==> src/tfb_pkg.sv <==
// Package with shared constants, types and the queue status for the frame builder.
`default_nettype none
package tfb_pkg;

    localparam int FRAME_LEN   = 10;
    localparam int COVERED_LEN = 9;
    localparam int QUEUE_DEPTH = 2;
    localparam int POS_W       = $clog2(FRAME_LEN);

    localparam logic [7:0] CRC_POLY   = 8'h07;
    localparam logic [7:0] CRC_INIT   = 8'h00;
    localparam logic [7:0] SYNC_RESET = 8'hAA;

    localparam logic [POS_W-1:0] LAST_POS = POS_W'(FRAME_LEN - 1);

    // Covered bytes of one frame, index 0 is sent first.
    typedef logic [COVERED_LEN-1:0][7:0] t_frame;

    typedef struct packed {
        logic full;
        logic empty;
    } t_q_status;

endpackage
`default_nettype wire

==> src/tfb_if.sv <==
// Valid/ready channel interfaces for telemetry records and frame bytes.
`default_nettype none
interface tfb_rec_if;
    logic               valid;
    logic               ready;
    logic [16:0]        rpm_value;
    logic [17:0]        batt_mv;
    logic signed [17:0] current_ma;
    logic [2:0]         status_flags;

    modport source (output valid, rpm_value, batt_mv, current_ma, status_flags,
                    input ready);
    modport sink   (input valid, rpm_value, batt_mv, current_ma, status_flags,
                    output ready);
endinterface

interface tfb_byte_if;
    logic       valid;
    logic       ready;
    logic [7:0] frame_byte;
    logic       last_byte;

    modport source (output valid, frame_byte, last_byte, input ready);
    modport sink   (input valid, frame_byte, last_byte, output ready);
endinterface
`default_nettype wire

==> src/tfb_front.sv <==
// Front end: accepts records, saturates the values and assembles the covered frame bytes.
`default_nettype none
module tfb_front
    import tfb_pkg::*;
(
    input  wire        i_clk,
    input  wire        i_rst_n,
    input  wire        i_cfg_we,
    input  wire  [7:0] i_cfg_data,
    tfb_rec_if.sink    i_rec,
    input  t_q_status  i_q_status,
    output logic       o_push,
    output t_frame     o_push_data
);

    logic [7:0]  r_sync;
    logic [7:0]  r_seq;
    logic [15:0] w_rpm;
    logic [15:0] w_mv;
    logic [15:0] w_ma;

    assign i_rec.ready = !i_q_status.full;
    assign o_push      = i_rec.valid && i_rec.ready;

    assign w_rpm = i_rec.rpm_value[16] ? 16'hFFFF : i_rec.rpm_value[15:0];
    assign w_mv  = (|i_rec.batt_mv[17:16]) ? 16'hFFFF : i_rec.batt_mv[15:0];

    // The current fits when its three top bits agree; otherwise clamp by sign.
    always_comb begin
        if ((i_rec.current_ma[17:15] == 3'b000) || (i_rec.current_ma[17:15] == 3'b111)) begin
            w_ma = i_rec.current_ma[15:0];
        end else if (i_rec.current_ma[17]) begin
            w_ma = 16'h8000;
        end else begin
            w_ma = 16'h7FFF;
        end
    end

    always_comb begin
        o_push_data[0] = r_sync;
        o_push_data[1] = r_seq;
        o_push_data[2] = w_rpm[7:0];
        o_push_data[3] = w_rpm[15:8];
        o_push_data[4] = w_mv[7:0];
        o_push_data[5] = w_mv[15:8];
        o_push_data[6] = w_ma[7:0];
        o_push_data[7] = w_ma[15:8];
        o_push_data[8] = {5'b00000, i_rec.status_flags};
    end

    always_ff @(posedge i_clk) begin
        if (!i_rst_n) begin
            r_sync <= SYNC_RESET;
            r_seq  <= 8'h00;
        end else begin
            if (i_cfg_we) begin
                r_sync <= i_cfg_data;
            end
            if (o_push) begin
                r_seq <= r_seq + 8'h01;
            end
        end
    end

endmodule
`default_nettype wire

==> src/tfb_queue.sv <==
// Short queue of assembled frames between the front end and the serialiser.
`default_nettype none
module tfb_queue
    import tfb_pkg::*;
(
    input  wire        i_clk,
    input  wire        i_rst_n,
    input  wire        i_push,
    input  t_frame     i_push_data,
    input  wire        i_pop,
    output t_frame     o_head,
    output t_q_status  o_status
);

    localparam int PTR_W = (QUEUE_DEPTH > 1) ? $clog2(QUEUE_DEPTH) : 1;
    localparam int CNT_W = $clog2(QUEUE_DEPTH + 1);

    t_frame             r_mem [QUEUE_DEPTH];
    logic [PTR_W-1:0]   r_wr_ptr;
    logic [PTR_W-1:0]   r_rd_ptr;
    logic [CNT_W-1:0]   r_count;
    logic               w_push;
    logic               w_pop;

    assign o_status.full  = (r_count == CNT_W'(QUEUE_DEPTH));
    assign o_status.empty = (r_count == '0);
    assign o_head         = r_mem[r_rd_ptr];

    assign w_push = i_push && !o_status.full;
    assign w_pop  = i_pop && !o_status.empty;

    always_ff @(posedge i_clk) begin
        if (w_push) begin
            r_mem[r_wr_ptr] <= i_push_data;
        end
    end

    always_ff @(posedge i_clk) begin
        if (!i_rst_n) begin
            r_wr_ptr <= '0;
            r_rd_ptr <= '0;
            r_count  <= '0;
        end else begin
            if (w_push) begin
                r_wr_ptr <= (r_wr_ptr == PTR_W'(QUEUE_DEPTH - 1)) ? '0 : r_wr_ptr + PTR_W'(1);
            end
            if (w_pop) begin
                r_rd_ptr <= (r_rd_ptr == PTR_W'(QUEUE_DEPTH - 1)) ? '0 : r_rd_ptr + PTR_W'(1);
            end
            case ({w_push, w_pop})
                2'b10:   r_count <= r_count + CNT_W'(1);
                2'b01:   r_count <= r_count - CNT_W'(1);
                default: r_count <= r_count;
            endcase
        end
    end

endmodule
`default_nettype wire

==> src/tfb_back.sv <==
// Serialiser: sends frame bytes one per cycle unless stalled, and appends the CRC-8.
`default_nettype none
module tfb_back
    import tfb_pkg::*;
(
    input  wire        i_clk,
    input  wire        i_rst_n,
    input  t_frame     i_head,
    input  t_q_status  i_q_status,
    output logic       o_pop,
    tfb_byte_if.source o_byte
);

    logic [POS_W-1:0] r_pos;
    logic [7:0]       r_crc;
    logic             r_out_valid;
    logic [7:0]       r_out_byte;
    logic             r_out_last;
    logic             w_load;
    logic             w_have;
    logic             w_is_crc;
    logic [7:0]       w_byte;
    logic [7:0]       w_crc_in;

    function automatic logic [7:0] crc8_absorb(input logic [7:0] crc, input logic [7:0] b);
        logic [7:0] c;
        c = crc ^ b;
        for (int k = 0; k < 8; k++) begin
            c = c[7] ? ((c << 1) ^ CRC_POLY) : (c << 1);
        end
        return c;
    endfunction

    assign w_is_crc = (r_pos == LAST_POS);
    assign w_load   = !r_out_valid || o_byte.ready;
    // The CRC byte needs nothing from the queue; data bytes need a frame at its head.
    assign w_have   = w_is_crc || !i_q_status.empty;
    assign o_pop    = w_load && w_is_crc;
    assign w_byte   = w_is_crc ? r_crc : i_head[r_pos];
    assign w_crc_in = (r_pos == '0) ? CRC_INIT : r_crc;

    assign o_byte.valid      = r_out_valid;
    assign o_byte.frame_byte = r_out_byte;
    assign o_byte.last_byte  = r_out_last;

    always_ff @(posedge i_clk) begin
        if (!i_rst_n) begin
            r_pos       <= '0;
            r_crc       <= CRC_INIT;
            r_out_valid <= 1'b0;
        end else if (w_load) begin
            r_out_valid <= w_have;
            if (w_have) begin
                r_pos <= w_is_crc ? '0 : r_pos + POS_W'(1);
                if (!w_is_crc) begin
                    r_crc <= crc8_absorb(w_crc_in, w_byte);
                end
            end
        end
    end

    always_ff @(posedge i_clk) begin
        if (w_load && w_have) begin
            r_out_byte <= w_byte;
            r_out_last <= w_is_crc;
        end
    end

    a_pos_range: assert property (@(posedge i_clk) disable iff (!i_rst_n)
        r_pos <= LAST_POS)
        else $error("byte position beyond frame end");

    a_mid_frame_busy: assert property (@(posedge i_clk) disable iff (!i_rst_n)
        (r_pos != '0) |-> r_out_valid)
        else $error("output register empty in the middle of a frame");

    a_last_wraps: assert property (@(posedge i_clk) disable iff (!i_rst_n)
        (r_out_valid && r_out_last) |-> (r_pos == '0))
        else $error("last byte shown while position has not wrapped");

    a_pop_gives_last: assert property (@(posedge i_clk) disable iff (!i_rst_n)
        o_pop |=> (r_out_valid && r_out_last))
        else $error("frame released without the CRC byte being sent");

    a_data_needs_frame: assert property (@(posedge i_clk) disable iff (!i_rst_n)
        (w_load && !w_is_crc && r_pos != '0) |-> !i_q_status.empty)
        else $error("queue emptied part way through a frame");

endmodule
`default_nettype wire

==> src/telemetry_frame_builder_crc8.sv <==
// A frame's first byte is offered after its record request is taken, written into the queue
// and then loaded into the serialiser's output register. Each frame is ten bytes, sent one
// byte per cycle while the output channel is ready; a two-frame queue lets the record side run ahead.
// Reset (synchronous, active low) sets the sync byte to 0xAA, the sequence number to zero
// and empties the queue and the serialiser.
`default_nettype none
module telemetry_frame_builder_crc8
    import tfb_pkg::*;
(
    input  wire        i_clk,
    input  wire        i_rst_n,
    input  wire        i_cfg_we,
    input  wire  [7:0] i_cfg_data,
    tfb_rec_if.sink    i_rec,
    tfb_byte_if.source o_byte
);

    logic      w_push;
    t_frame    w_push_data;
    logic      w_pop;
    t_frame    w_head;
    t_q_status w_q_status;

    tfb_front u_front (
        .i_clk       (i_clk),
        .i_rst_n     (i_rst_n),
        .i_cfg_we    (i_cfg_we),
        .i_cfg_data  (i_cfg_data),
        .i_rec       (i_rec),
        .i_q_status  (w_q_status),
        .o_push      (w_push),
        .o_push_data (w_push_data)
    );

    tfb_queue u_queue (
        .i_clk       (i_clk),
        .i_rst_n     (i_rst_n),
        .i_push      (w_push),
        .i_push_data (w_push_data),
        .i_pop       (w_pop),
        .o_head      (w_head),
        .o_status    (w_q_status)
    );

    tfb_back u_back (
        .i_clk      (i_clk),
        .i_rst_n    (i_rst_n),
        .i_head     (w_head),
        .i_q_status (w_q_status),
        .o_pop      (w_pop),
        .o_byte     (o_byte)
    );

endmodule
`default_nettype wire
==> src/flat_wrapper.sv <==
// flat-port wrapper written by rule: the top's interface ports become plain ports
module telemetry_frame_builder_crc8_flat import tfb_pkg::*;
  (i_clk, i_rst_n, i_cfg_we, i_cfg_data, i_rec_valid, i_rec_rpm_value, i_rec_batt_mv, i_rec_current_ma, i_rec_status_flags, i_rec_ready, o_byte_valid, o_byte_frame_byte, o_byte_last_byte, o_byte_ready);
  tfb_rec_if i_rec_i ();
  tfb_byte_if o_byte_i ();
  input  wire i_clk;
  input  wire i_rst_n;
  input  wire i_cfg_we;
  input  wire  [7:0] i_cfg_data;
  input wire logic [$bits(i_rec_i.valid)-1:0] i_rec_valid;
  input wire logic [$bits(i_rec_i.rpm_value)-1:0] i_rec_rpm_value;
  input wire logic [$bits(i_rec_i.batt_mv)-1:0] i_rec_batt_mv;
  input wire logic [$bits(i_rec_i.current_ma)-1:0] i_rec_current_ma;
  input wire logic [$bits(i_rec_i.status_flags)-1:0] i_rec_status_flags;
  output wire logic [$bits(i_rec_i.ready)-1:0] i_rec_ready;
  output wire logic [$bits(o_byte_i.valid)-1:0] o_byte_valid;
  output wire logic [$bits(o_byte_i.frame_byte)-1:0] o_byte_frame_byte;
  output wire logic [$bits(o_byte_i.last_byte)-1:0] o_byte_last_byte;
  input wire logic [$bits(o_byte_i.ready)-1:0] o_byte_ready;
  assign i_rec_i.valid = i_rec_valid;
  assign i_rec_i.rpm_value = i_rec_rpm_value;
  assign i_rec_i.batt_mv = i_rec_batt_mv;
  assign i_rec_i.current_ma = i_rec_current_ma;
  assign i_rec_i.status_flags = i_rec_status_flags;
  assign i_rec_ready = i_rec_i.ready;
  assign o_byte_valid = o_byte_i.valid;
  assign o_byte_frame_byte = o_byte_i.frame_byte;
  assign o_byte_last_byte = o_byte_i.last_byte;
  assign o_byte_i.ready = o_byte_ready;
  telemetry_frame_builder_crc8 u_core (.i_clk(i_clk), .i_rst_n(i_rst_n), .i_cfg_we(i_cfg_we), .i_cfg_data(i_cfg_data), .i_rec(i_rec_i), .o_byte(o_byte_i));
endmodule
==> config.mk <==
export PLATFORM = sky130hd
export DESIGN_NAME = telemetry_frame_builder_crc8_flat
export DESIGN_NICKNAME = d
export VERILOG_FILES = /design/src/tfb_pkg.sv /design/src/tfb_if.sv /design/src/tfb_front.sv /design/src/tfb_queue.sv /design/src/tfb_back.sv /design/src/telemetry_frame_builder_crc8.sv /design/src/flat_wrapper.sv
export SDC_FILE = /design/constraint.sdc
export NUM_CORES = 1
export LEC_CHECK = 0
export BUFFER_PORTS_ARGS = -buffer_cell sky130_fd_sc_hd__buf_4
export CORE_ASPECT_RATIO = 0.5
export CORE_MARGIN = 2
export CORE_UTILIZATION = 25
export CTS_CLUSTER_DIAMETER = 30
export DETAILED_ROUTE_END_ITERATION = 10
export SLEW_MARGIN = 40
export SYNTH_ARGS = -nofsm -noshare
export SYNTH_HDL_FRONTEND = slang
export SYNTH_SLANG_ARGS = --single-unit
==> constraint.sdc <==
create_clock -name i_clk -period 5.9 [get_ports i_clk]
set_input_delay 0 -clock i_clk [delete_from_list [all_inputs] [get_ports i_clk]]
set_output_delay 0 -clock i_clk [all_outputs]
set_load 0.05 [all_outputs]
==> results.cfg, run 1 <==
[critical_path]
cp.required_ns = 6.24
setup.reg_to_reg.worst_slack_ns = 2.77
worstSetupPathType = reg2reg
crit_fanout = 25
reg2reg_to = u_core.u_back.r_crc[5]
crit_arrival_ns = 3.47
reg2regPathDepth = 9
cp-end-kind = register
worstSetupStartpointType = register

[synthesis]
netlist_instances = 586
yosys.area.top_type = edfxtp_1
synth_edf_count = 143
synth_nets = 657
synth-seq-cells = 177
ys.flop_type = edfxtp_1
synth_area_mm2 = 0.00787
avgSynthCellArea_um2 = 13.4
synth.area.top_cells = edfxtp_1 (55%), dfxtp_1 (8.7%), mux2i_1 (5.3%)
synth-seq-area-share = 0.632
yosysTopAreaCellShare = 0.546
synth.distinct_cells = 66
ys.warnings.count = 0
synthArstFlopShare = 0

[timing]
tightest_slew_ns = 0.833
max_freq_mhz = 319
grt_setup_unrepaired = false
hold_violations = 0
finalCriticalPeriod_ns = 3.13
finClkSkew_ns = 0.00720
drv_slew = 0
slew_headroom = 0.444
setup_viol = 0
final.setup.tns_ns = 0
holdWs_ns = 0.00807
min_period_over_period = 0.531

[routing]
routedWlPerCell_um = 15.7
vias = 5060
drtAntennaViolNets = 0
routed_wl_um = 18300
drtIter0Drc = 314
drc = 0
dr.pass1.iters = 4
via_per_inst = 4.35

[cts]
cts-root-buf = clkbuf_16
post_cts_buffers = 0
cts_tree = done
cts-buffers-inserted = 17
clk_path_buf_depth = 2
path_clk_slew_ns = 0.06
clk_latency_ns = 0.42
cts_sinks = 177
h-tree-depth = 4

[global_route]
grt_pass1_wl_um = 28200
grt_usage = 0.114
grt_pass1_vias = 5125
antenna_found_initial = 1
grt_max_degree = 68
grt_overflow = 0

[final_layout]
mostFrequentLayoutCells = edfxtp_1 (143), buf_4 (85), nor2_1 (75)
final_common_cell = edfxtp_1
area_delta_synth_final_pct = 29.8
layout-drive-gt1-share = 0.232
final_nets = 795

[placed_design]
gp_congestion = 0.836
portBuffers = 79
dp_hpwl_um = 11900

[power]
p_per_area_mw_per_mm2 = 329
switchingPower_mw = 0.843
vdd_drop_max_uv = 174
sequentialPowerShare = 0.453
finalPower_mw = 3.36
p_int_mw = 2.52
power_frac_comb = 0.177
clkPwrFrac = 0.371
p_leak_nw = 3.48
swShare = 0.251

[floorplan]
pin_count = 80
initial_utilization = 0.257
core_mm2 = 0.0306
fp.dieW_um = 255
row_count = 45
die_h_um = 129
die_area_mm2 = 0.0330

[min_path]
hold_depth = 3
holdPathEnd = u_core.u_front.r_sync[4]
worstHoldPathType = in2reg
hp-start = i_cfg_we

[run_status]
outcome = completed

[job]
cap_viol_max_count = 0
-- stage by stage --
stage	setup slack, ns	std cells	util	instance area, um^2
5_1_grt	2.51	1160	0.333	10200
6_report	2.77	1162	0.333	10200
2_1_floorplan	1.21	586	-	7870
3_3_place_gp	2.49	1063	0.290	8880
3_5_place_dp	2.44	1063	0.290	8890
4_1_cts	2.43	1159	0.333	10200
-- logic make-up after synthesis --
family / after synthesis / share of synthesized area
buffers and inverters: 38 / 0.0251
xor gates and xnor gates: 26 / 0.0316
and+or+nand+nor: 201 / 0.123
muxes: 67 / 0.119
AOI/OAI and AO/OA: 75 / 0.0665
adders and majority gates: 2 / 0.00318
DFF: 177 / 0.632
-- how the worst max path moves through the flow --
stage	startpoint	to	slack (ns)	cells past startpoint
finish	register	u_core.u_back.r_crc[5]	2.77	9
global route	register	u_core.u_back.r_crc[5]	2.51	9
CTS	register	u_core.u_back.r_crc[5]	2.43	9
detailed placement	register	u_core.u_back.r_crc[5]	2.44	9
global placement	register	u_core.u_back.r_crc[5]	2.49	9
floorplan	u_core.u_queue.r_count[0]	u_core.u_queue.r_mem[0][0]	1.21	5
-- what timing repair did --
| item | 4_1_cts | 5_1_grt |
|---|---|---|
| endpoints found under the hold margin | 100 | 0 |
| hold buffers | 65 | 0 |
| resized for setup | 0 | 0 |
-- cells in the mapped netlist (3+ instances only) --
cell	instances
or3_1	20
or2_2	17
and2_1	3
a21oi_1	29
nor2_1	76
xnor2_1	10
o21ai_2	3
edfxtp_1	143
nand4_1	6
inv_1	4
mux4_1	4
mux2_2	4
buf_2	9
o21ai_0	12
dfxtp_1	34
nor3_1	4
a22oi_1	7
xor2_1	14
nor2b_1	7
clkbuf_1	18
and3_1	3
mux4_2	15
a31oi_1	3
nand2_1	48
nand3_1	3
mux2i_1	42
-- power by group through the flow --
stage               Combinational (mW)  Clock, mW  Sequential (mW)
floorplan                        0.354          0             1.58
global placement                 0.552          0             1.55
detailed placement               0.562          0             1.55
CTS                              0.598       1.26             1.52
global route                     0.649       1.31             1.53
finish                           0.594       1.25             1.52
-- cell type report --
type,count,area (um^2)
well taps,423,529
flip-flops and latches,177,4980
clock buffers,17,425
multi-input cells,371,2710
repair buffers,152,1310
fillers,2994,20400
diodes,3,7.51
clock inverters,14,234
inverters,5,18.8
-- flip-flops by register name, summed over array words and instances (netlist names), named ones only --
register / flops
u_core.u_back.o_byte.frame_byte: 8
u_core.u_back.o_byte.last_byte: 1
u_core.u_back.o_byte.valid: 1
u_core.u_back.r_crc: 8
u_core.u_back.r_pos: 4
u_core.u_front.r_seq: 8
u_core.u_front.r_sync: 8
u_core.u_queue.r_count: 2
u_core.u_queue.r_mem: 134
u_core.u_queue.r_rd_ptr: 1
u_core.u_queue.r_wr_ptr: 1
-- per-layer routing --
layer	vias up	GRT usage	part of all wire
met1	2491	0.139	0.44
li1	2455	-	-
met3	22	0.0253	0.028
met4	0	0.0413	0.021
met5	-	0	0
met2	92	0.198	0.51
-- critical path, stage by stage (launching register included) --
cell and delay (ns):
dfxtp_4 0.65, buf_4 0.31, mux4_2 0.53, a32o_1 0.31
a31oi_4 0.20, mux2i_2 0.34, xnor2_1 0.18, xnor2_1 0.18
a41oi_1 0.14, a31oi_1 0.19
(Power assumes the default switching activity.)
==> run 2, diff against run 1 <==
==> constraint.sdc (replaced) <==
create_clock -name i_clk -period 3.15 [get_ports i_clk]
set_input_delay 0 -clock i_clk [delete_from_list [all_inputs] [get_ports i_clk]]
set_output_delay 0 -clock i_clk [all_outputs]
set_load 0.05 [all_outputs]
==> results.cfg, run 2 (same netlist as run 1, synthesis figures left out) <==
[critical_path]
cp-end-kind = register
cp.required_ns = 3.51
worstSetupPathType = reg2reg
crit_arrival_ns = 3.26
reg2reg_to = u_core.u_back.r_crc[2]
cp_slowest_cell = mux4_2
reg2regPathDepth = 8
worstSetupStartpointType = register
crit_fanout = 19
worstPathCellList = buf_12, mux4_2, o21ai_0, a41oi_1, a32oi_1, xnor3_1, xor2_1, a21oi_1
cp_slowest_stage_delay_ns = 0.55
critPathCapture = u_core.u_back.r_crc[2]
setup.reg_to_reg.worst_slack_ns = 0.24

[routing]
routed_wl_um = 18300
vias = 5189
routedWlPerCell_um = 15.6
drc = 0
dr.pass1.iters = 6
drtIter0Drc = 367
via_per_inst = 4.42
drtAntennaViolNets = 0

[cts]
cts-buffers-inserted = 17
cts_tree = done
cts_resized = 0
path_clk_slew_ns = 0.07
clk_path_buf_depth = 2
clk_latency_ns = 0.43
h-tree-depth = 4
cts_sinks = 177
cts-root-buf = clkbuf_16

[timing]
grt_setup_unrepaired = false
tightest_slew_ns = 0.771
setup_ws_ns = 0.245
drv_slew = 0
min_period_over_period = 0.922
final.setup.tns_ns = 0
max_freq_mhz = 344
hold_violations = 0
finalCriticalPeriod_ns = 2.91
finClkSkew_ns = 0.0148
slew_headroom = 0.485
holdWs_ns = 0.00174
setup_viol = 0

[global_route]
grt_pass1_vias = 5190
grt_overflow = 0
grt_usage = 0.115
grt_pass1_wl_um = 28800
grt_max_degree = 68
antenna_found_initial = 0

[final_layout]
final_common_cell = edfxtp_1
final_cells = 1173
multi_input_area_mm2 = 0.00271
n_fill_cell = 2997
register_area_mm2 = 0.00498
fin_util = 0.335
regMostFlops = u_core.u_queue.r_mem
antenna_cells = 0
stdcell_area_mm2 = 0.0103
largest_reg_flops = 134
mostFrequentLayoutCells = edfxtp_1 (143), buf_4 (91), nor2_1 (75)
layout-drive-gt1-share = 0.244
area_delta_synth_final_pct = 30.4
final_nets = 808

[floorplan]
core_mm2 = 0.0306
pin_count = 80
die_h_um = 129
die_area_mm2 = 0.0330
fp.dieW_um = 255
row_count = 45
initial_utilization = 0.257

[job]
cap_viol_max_count = 0

[power]
p_leak_nw = 3.53
finalPower_mw = 6.03
vdd_drop_max_uv = 350
p_per_area_mw_per_mm2 = 588

[placed_design]
place_ws_ns = 0.221
dp_hpwl_um = 12700
gp_congestion = 0.884
dpl_cell_area_mm2 = 0.00899
portBuffers = 79
dp.cells = 1071

[run_status]
outcome = completed

[min_path]
hold_depth = 4
worstHoldPathType = in2reg
## run 2: timing repair
action / in CTS / in global routing
setup buffers: 0 / 0
hold buffers: 70 / 0
endpoints found under the hold margin: 105 / 0
setup endpoints to repair: 0 / 0
## run 2: area by class of cell
| type | instances | area share |
|---|---|---|
| Sequential cell | 177 | 0.485 |
| Multi-Input combinational cell | 371 | 0.264 |
| Timing Repair Buffer | 165 | 0.143 |
| Tap cell | 423 | 0.0516 |
| Clock buffer | 19 | 0.0432 |
| Clock inverter | 13 | 0.0123 |
| Inverter | 5 | 0.00183 |
## run 2: worst min-delay path by stage
stage | startpoint | endpoint | slack, ns
floorplan | i_rec_status_flags[0] | u_core.u_queue.r_mem[0][64] | 0.1
global placement | i_rec_status_flags[2] | u_core.u_queue.r_mem[0][66] | 0.19
detailed placement | i_rec_status_flags[2] | u_core.u_queue.r_mem[1][66] | 0.19
CTS | i_rec_current_ma[7] | u_core.u_queue.r_mem[0][55] | 0.0002
global route | i_rec_current_ma[12] | u_core.u_queue.r_mem[0][60] | 0.03
finish | o_byte_ready | u_core.u_back.r_pos[3] | 0.002
## run 2: metal layers
| metal | vias up | GRT usage | share of wire |
|---|---|---|---|
| met5 | - | 0 | 0 |
| met4 | 0 | 0.0385 | 0.022 |
| met3 | 29 | 0.0257 | 0.043 |
| met2 | 145 | 0.193 | 0.49 |
| met1 | 2536 | 0.147 | 0.44 |
| li1 | 2479 | - | - |
## run 2: report_power, final
part	switching (mW)	internal (mW)	leakage (nW)
clock	0.906	1.13	0.284
sequential	0.123	2.76	1.57
combinational	0.613	0.506	1.68
## run 2: worst max-delay path: cells and delay by family (launching register included)
| kind | cells | cell delay, ns |
|---|---|---|
| buffers and inverters | 1 | 0.23 |
| multiplexers | 1 | 0.55 |
| XOR/XNOR | 2 | 0.46 |
| AO/OA/AOI/OAI | 4 | 1.13 |
| flip-flops | 1 | 0.45 |
